**config.mk**
```make
export PLATFORM = sky130hd
export DESIGN_NAME = ssc_cfg
export DESIGN_NICKNAME = d
export VERILOG_FILES = /design/src/hdl/ssc_pkg.sv /design/src/hdl/ssc_cfg.sv
export SDC_FILE = /design/constraint.sdc
export NUM_CORES = 1
export LEC_CHECK = 0
export BUFFER_PORTS_ARGS = -buffer_cell sky130_fd_sc_hd__buf_4
export CORE_MARGIN = 2
export CORE_UTILIZATION = 45
export DETAILED_ROUTE_END_ITERATION = 10
export GPL_ROUTABILITY_DRIVEN = 0
export PLACE_DENSITY = 0.87
export SYNTH_ARGS = -nofsm -noshare
export SYNTH_HDL_FRONTEND = slang
export SYNTH_SLANG_ARGS = --single-unit
```
**constraint.sdc**
```tcl
create_clock -name clk -period 1.6 [get_ports clk]
set_input_delay 0.16 -clock clk [delete_from_list [all_inputs] [get_ports clk]]
set_output_delay 0.16 -clock clk [all_outputs]
set_load 0.02 [all_outputs]
```
**src/hdl/ssc_pkg.sv**
```systemverilog
// Shared types and constants for the state-space controller.
package ssc_pkg;

	typedef enum logic [1:0] {
		CMD_COEF   = 2'd0,
		CMD_SAMPLE = 2'd1,
		CMD_CLEAR  = 2'd2,
		CMD_NONE   = 2'd3
	} cmd_t;

	localparam logic [2:0] TBL_A  = 3'd0;
	localparam logic [2:0] TBL_B  = 3'd1;
	localparam logic [2:0] TBL_C  = 3'd2;
	localparam logic [2:0] TBL_D  = 3'd3;
	localparam logic [2:0] TBL_LO = 3'd4;
	localparam logic [2:0] TBL_HI = 3'd5;

	localparam logic [2:0] REG_STATE_SIZE  = 3'd0;
	localparam logic [2:0] REG_ERROR_SIZE  = 3'd1;
	localparam logic [2:0] REG_OUTPUT_SIZE = 3'd2;
	localparam logic [2:0] REG_ERROR_DIR   = 3'd3;
	localparam logic [2:0] REG_SAT_MODE    = 3'd4;
	localparam logic [2:0] REG_SAT_MIN     = 3'd5;
	localparam logic [2:0] REG_SAT_MAX     = 3'd6;

	localparam logic [1:0] SAT_NONE   = 2'd0;
	localparam logic [1:0] SAT_COMMON = 2'd1;
	localparam logic [1:0] SAT_PEROUT = 2'd2;

	typedef struct packed {
		logic [3:0]  state_size;
		logic [2:0]  error_size;
		logic [2:0]  output_size;
		logic        error_direct;
		logic [1:0]  sat_mode;
		logic [15:0] sat_min;
		logic [15:0] sat_max;
	} cfg_t;

endpackage

```
**src/hdl/ssc_cfg.sv**
```systemverilog
// APB register file for the state-space controller.
module ssc_cfg import ssc_pkg::*; (
	input  logic        clk,
	input  logic        arst_n,
	input  logic        psel,
	input  logic        penable,
	input  logic        pwrite,
	input  logic [4:0]  paddr,
	input  logic [31:0] pwdata,
	output logic [31:0] prdata,
	output cfg_t        cfg
);

	cfg_t cfg_q;
	logic wr;
	logic [2:0] idx;

	assign idx = paddr[4:2];
	assign wr  = psel && penable && pwrite;
	assign cfg = cfg_q;

	always_ff @(posedge clk or negedge arst_n) begin
		if (!arst_n) begin
			cfg_q.state_size   <= 4'd1;
			cfg_q.error_size   <= 3'd1;
			cfg_q.output_size  <= 3'd1;
			cfg_q.error_direct <= 1'b1;
			cfg_q.sat_mode     <= SAT_NONE;
			cfg_q.sat_min      <= 16'h8000;
			cfg_q.sat_max      <= 16'h7fff;
		end else if (wr) begin
			unique case (idx)
				REG_STATE_SIZE:  cfg_q.state_size   <= pwdata[3:0];
				REG_ERROR_SIZE:  cfg_q.error_size   <= pwdata[2:0];
				REG_OUTPUT_SIZE: cfg_q.output_size  <= pwdata[2:0];
				REG_ERROR_DIR:   cfg_q.error_direct <= pwdata[0];
				REG_SAT_MODE:    cfg_q.sat_mode     <= pwdata[1:0];
				REG_SAT_MIN:     cfg_q.sat_min      <= pwdata[15:0];
				REG_SAT_MAX:     cfg_q.sat_max      <= pwdata[15:0];
				default: ;
			endcase
		end
	end

	always_comb begin
		prdata = '0;
		unique case (idx)
			REG_STATE_SIZE:  prdata = {28'd0, cfg_q.state_size};
			REG_ERROR_SIZE:  prdata = {29'd0, cfg_q.error_size};
			REG_OUTPUT_SIZE: prdata = {29'd0, cfg_q.output_size};
			REG_ERROR_DIR:   prdata = {31'd0, cfg_q.error_direct};
			REG_SAT_MODE:    prdata = {30'd0, cfg_q.sat_mode};
			REG_SAT_MIN:     prdata = {16'd0, cfg_q.sat_min};
			REG_SAT_MAX:     prdata = {16'd0, cfg_q.sat_max};
			default:         prdata = '0;
		endcase
	end

endmodule

```
==> results of run 1 <==
## cell families after synthesis
logic type / Yosys count / synth area share (%)
compound gates: 19 / 6.22
buf+inv: 28 / 8.76
flops: 45 / 49.8
mux: 51 / 27.7
other cells: 1 / 0.162
simple gates: 28 / 7.41
## Yosys cell counts, types with 2 or more instances
cell and instances:
dfstp_2 20, buf_2 2, mux2_4 10, clkbuf_1 4, nor2b_1 13, mux4_1 2, dfrtp_1 25, mux2_2 38
nand2b_1 2, buf_6 2, buf_4 17, nor2_1 4, a22o_1 2, a22oi_1 13, inv_1 2
## area by class of cell
class | instances | area, um^2
timing repair buffer | 99 | 766
clock buffer | 7 | 86.3
fill | 394 | 1890
inverter | 2 | 7.51
sequential | 45 | 1150
multi-input combinational | 114 | 1020
tap | 70 | 87.6
clock inverter | 1 | 30.0
## worst max-delay path: stages, from the launching register on
cell,delay [ns]
dfrtp_1,0.41
mux4_2,0.48
mux2_4,0.29
buf_6,0.13
## metrics by stage
stage | setup slack, ns | total power [mW] | cells | area [um^2]
floorplan | 0.101 | 2.35 | 187 | 2370
global placement | 0.111 | 2.86 | 323 | 2970
detailed placement | 0.0943 | 2.90 | 323 | 2970
CTS | -0.126 | 3.83 | 336 | 3130
global route | -0.166 | 4.00 | 338 | 3150
finish | -0.143 | 3.83 | 338 | 3150
## worst max-delay path by stage
| stage | start | endpoint | slack (ns) | cells after the start |
|---|---|---|---|---|
| after floorplan | paddr[3] | prdata[2] | 0.10 | 6 |
| after global placement | paddr[2] | cfg[3]$_DFFE_PN1P_ | 0.11 | 5 |
| after detailed placement | paddr[2] | prdata[0] | 0.09 | 4 |
| after CTS | cfg[32]$_DFFE_PN0P_ | prdata[0] | -0.13 | 3 |
| after global routing | cfg[16]$_DFFE_PN0P_ | prdata[0] | -0.17 | 3 |
| final | cfg[32]$_DFFE_PN0P_ | prdata[0] | -0.14 | 3 |
## layer usage
| metal | up-vias | routed length, um | GRT usage [%] |
|---|---|---|---|
| met3 | 8 | 267 | 4.63 |
| met1 | 882 | 2150 | 23.9 |
| li1 | 771 | - | - |
| met2 | 65 | 2970 | 34.4 |
| met4 | 0 | 53 | 3.31 |
| met5 | - | 0 | 0 |
## report_power, final
part	internal, mW	leakage [nW]	switching (mW)
combinational	0.676	0.918	0.654
clock	0.510	0.0585	0.375
sequential	1.43	0.529	0.184
## repair_timing
action	CTS	global route
resized for setup	5	2
hold buffers	1	0
setup endpoints to repair	3	3
setup buffers	4	2
endpoints found under the hold margin	25	0
==> run metrics, run 1 <==
R2R cell count 2; worst reg-to-reg setup slack 0.69 ns; Hold Path Sink cfg[12]$_DFFE_PN1P_; largest buffer count on any clock path 2; final setup TNS -0.199 ns; r2r endpoint cfg[32]$_DFFE_PN0P_; top post-synthesis cells by area dfrtp_1 27%, dfstp_2 23%, mux2_2 18%; RSZ-0062 raised after global routing yes; # nets final 309; Tcrit/Tclk final 109%; Mapped Cells 172; # rows 26; largest area contributor in the netlist dfrtp_1; global-route wire length before repair 8.23 mm; final setup vio count 2; commonest cells after routing, fill and taps aside 95 x buf_4, 36 x mux2_2, 25 x dfrtp_1; crit path kind register to primary output; Max Fanout on Critical Path 2; die height 75.7 um; clock latency on the worst-skew pair 0.28 ns; Hold Path Class primary input to register; routed vias/inst 5.11; Pwr Density 1220 nW/um^2; Antenna Cells 0; GRT Residual Overflow 0; hold_sp pwdata[12]; sequential fraction of the synthesis area 49.8%; # DRC 0; Final Skew 0 ns; DP Wirelength 3.89 mm; area of the mapped netlist 2310 um^2; Slew headroom 63.5%; final max-slew violation count 0; Final Hold Fails 0; Total GRT Usage 19.2%; leakage power 1.51 nW; #FFs+latches synth 45; share of layout cells above drive strength 1 66.4%; commonest non-fill, non-tap cell in the layout buf_4; Netlist cell types 31; failing checks negative setup slack; vias in the first global route 1,730; DR vias 1,726; Initial DRC Count 64; CTS root buf clkbuf_8; Worst-path clk slew 0.09 ns; die area 5730 um^2; kind of end point of the critical path primary output; YS warnings 0; post-synth top area share 27.0%; IO buf count 84; maximum VDD drop 0.780 mV; Initial Util 45.9%; Post-Route WL 5.44 mm; Post-synth ARST share 100%; CTS tree built; status finished with violations; DIE WIDTH 75.7 um; P&R area growth vs syn 36.2%; Post-synth EDFFs 0; hold slack 0.107 ns; H-tree levels 2; CP Launch Type register; max FFs per register 45; WP data required 1.44 ns; CTS buffer count 5; post-DR wirelength/cell 16.1 um; Highest Clock Rate 574 MHz; initial antenna violation count 0; Post-Syn Area per Cell 13.5 um^2; Max-Cap Viols 0; Arrival @ worst endpoint 1.58 ns; first-pass detailed-route iteration total 4; worst hold stages 2; # clock sinks 45; worst-margin pin slew 0.547 ns; Crit Reg-Reg Startpoint cfg[32]$_DFFE_PN0P_; post-route setup slack -0.143 ns; CORE AREA 5040 um^2; post-route ant nets 0; prevailing post-synth register cell dfrtp_1; Ports 119; Core Util, Final 62.5%; fin crit period 1.74 ns; pin count of the biggest net entering global routing 46
(Power assumes the default switching activity.)
==> inputs of run 2 (changes only) <==
- ABC_AREA: unset -> 0
- SKIP_CTS_REPAIR_TIMING: unset -> 1
==> run metrics, run 2 (same netlist as run 1, synthesis figures left out) <==
fin crit period 1.74 ns (about the same); final setup vio count 2 (unchanged); Crit Reg-Reg Startpoint cfg[43]$_DFFE_PN0P_ (was cfg[32]$_DFFE_PN0P_); Slew headroom 63.0% (was 63.5%); Arrival @ worst endpoint 1.58 ns (about the same); H-tree levels 2 (unchanged); Highest Clock Rate 575 MHz (was 574 MHz); CTS tree built (unchanged); IO buf count 84 (unchanged); clock latency on the worst-skew pair 0.28 ns (about the same); CTS buffer count 5 (unchanged); post-DR wirelength/cell 16.1 um (about the same); Power, Total 3.83 mW (about the same); failing checks negative setup slack (unchanged); Tcrit/Tclk final 109% (about the same); leakage power 1.51 nW (unchanged); max FFs per register 45 (unchanged); Ports 119 (unchanged); vias in the first global route 1,694 (was 1,730); post-route setup slack -0.140 ns (was -0.143 ns); P&R area growth vs syn 36.2% (unchanged); initial antenna violation count 0 (unchanged); status finished with violations (unchanged); worst-margin pin slew 0.555 ns (was 0.547 ns); Final Skew 0 ns (unchanged); CP Launch Type register (unchanged); # nets final 309 (unchanged); R2R cell count 2 (unchanged); Initial Util 45.9% (unchanged); GRT Residual Overflow 0 (unchanged); die height 75.7 um (unchanged); r2r endpoint cfg[43]$_DFFE_PN0P_ (was cfg[32]$_DFFE_PN0P_); Final Hold Fails 0 (unchanged); DIE WIDTH 75.7 um (unchanged); commonest non-fill, non-tap cell in the layout buf_4 (unchanged); Max-Cap Viols 0 (unchanged); routed vias/inst 5.09 (was 5.11); CORE AREA 5040 um^2 (unchanged); Initial DRC Count 65 (was 64); Post-Route WL 5.44 mm (about the same); hold slack 0.106 ns (was 0.107 ns); RSZ-0062 raised after global routing yes (unchanged); Antenna Cells 0 (unchanged); final max-slew violation count 0 (unchanged); share of layout cells above drive strength 1 66.4% (unchanged); # rows 26 (unchanged); worst reg-to-reg setup slack 0.69 ns (about the same); pin count of the biggest net entering global routing 46 (unchanged); Hold Path Class primary input to register (unchanged); # clock sinks 45 (unchanged); hold_sp pwdata[12] (unchanged); crit path kind register to primary output (unchanged); commonest cells after routing, fill and taps aside 95 x buf_4, 36 x mux2_2, 25 x dfrtp_1 (unchanged); Hold Path Sink cfg[12]$_DFFE_PN1P_ (unchanged); worst hold stages 2 (unchanged); Total GRT Usage 18.8% (was 19.2%); WP data required 1.44 ns (about the same); # DRC 0 (unchanged); first-pass detailed-route iteration total 4 (unchanged); Pwr Density 1220 nW/um^2 (about the same); post-route ant nets 0 (unchanged); maximum VDD drop 0.775 mV (was 0.780 mV); DP Wirelength 3.89 mm (unchanged); die area 5730 um^2 (unchanged); Max Fanout on Critical Path 3 (was 2); Post-Layout Cell Count 338 (unchanged); DR vias 1,721 (was 1,726); kind of end point of the critical path primary output (unchanged); Worst-path clk slew 0.09 ns (about the same); global-route wire length before repair 8.09 mm (was 8.23 mm); number of fill cells 398 (was 394); CTS root buf clkbuf_8 (unchanged); final setup TNS -0.203 ns (was -0.199 ns); largest buffer count on any clock path 2 (unchanged); Place WS 0.0943 ns (unchanged); placed cell count 323 (unchanged)
==> run 2: cell counts in the layout (fill, tap and decap cells not counted) <==
Identical to the previous run, type by type.
==> run 2: per-stage QoR <==
stage / utilization, % / instance area, um^2
floorplan: - / 2370
global placement: 58.8 / 2970
detailed placement: 58.8 / 2970
CTS: 61.1 / 3080
global route: 62.5 / 3150
finish: 62.5 / 3150
==> run 2: final cells by class <==
class	instances	area (um^2)	share of cell area, %
Multi-Input combinational cell	114	1020	32.4
Clock inverter	1	30.0	0.953
Sequential cell	45	1150	36.5
Timing Repair Buffer	99	766	24.3
Inverter	2	7.51	0.238
Clock buffer	7	86.3	2.74
Tap cell	70	87.6	2.78
==> run 2: worst max-delay path by stage <==
stage	startpoint	end	slack, ns	depth (start not counted)
floorplan	paddr[3]	prdata[2]	0.10	6
global placement	paddr[2]	cfg[3]$_DFFE_PN1P_	0.11	5
detailed placement	paddr[2]	prdata[0]	0.09	4
CTS	cfg[32]$_DFFE_PN0P_	prdata[0]	-0.19	3
global route	cfg[16]$_DFFE_PN0P_	prdata[0]	-0.18	3
finish	cfg[16]$_DFFE_PN0P_	prdata[0]	-0.14	3
==> run 2: critical path, stage by stage, from the launching register on <==
cell,delay (ns)
dfrtp_1,0.40
mux4_2,0.48
mux2_4,0.29
buf_6,0.13
==> run 2: routing by layer <==
layer / routed length [um] / vias up / track usage, %
met3: 233 / 2 / 4.37
li1: - / 772 / -
met1: 2230 / 893 / 23.8
met5: 0 / - / 0
met4: 22 / 0 / 2.53
met2: 2950 / 54 / 33.7
==> run 2: power breakdown <==
group,internal (mW),switching [mW]
Combinational,0.676,0.650
Clock,0.510,0.373
Sequential,1.44,0.188
Total,2.62,1.21
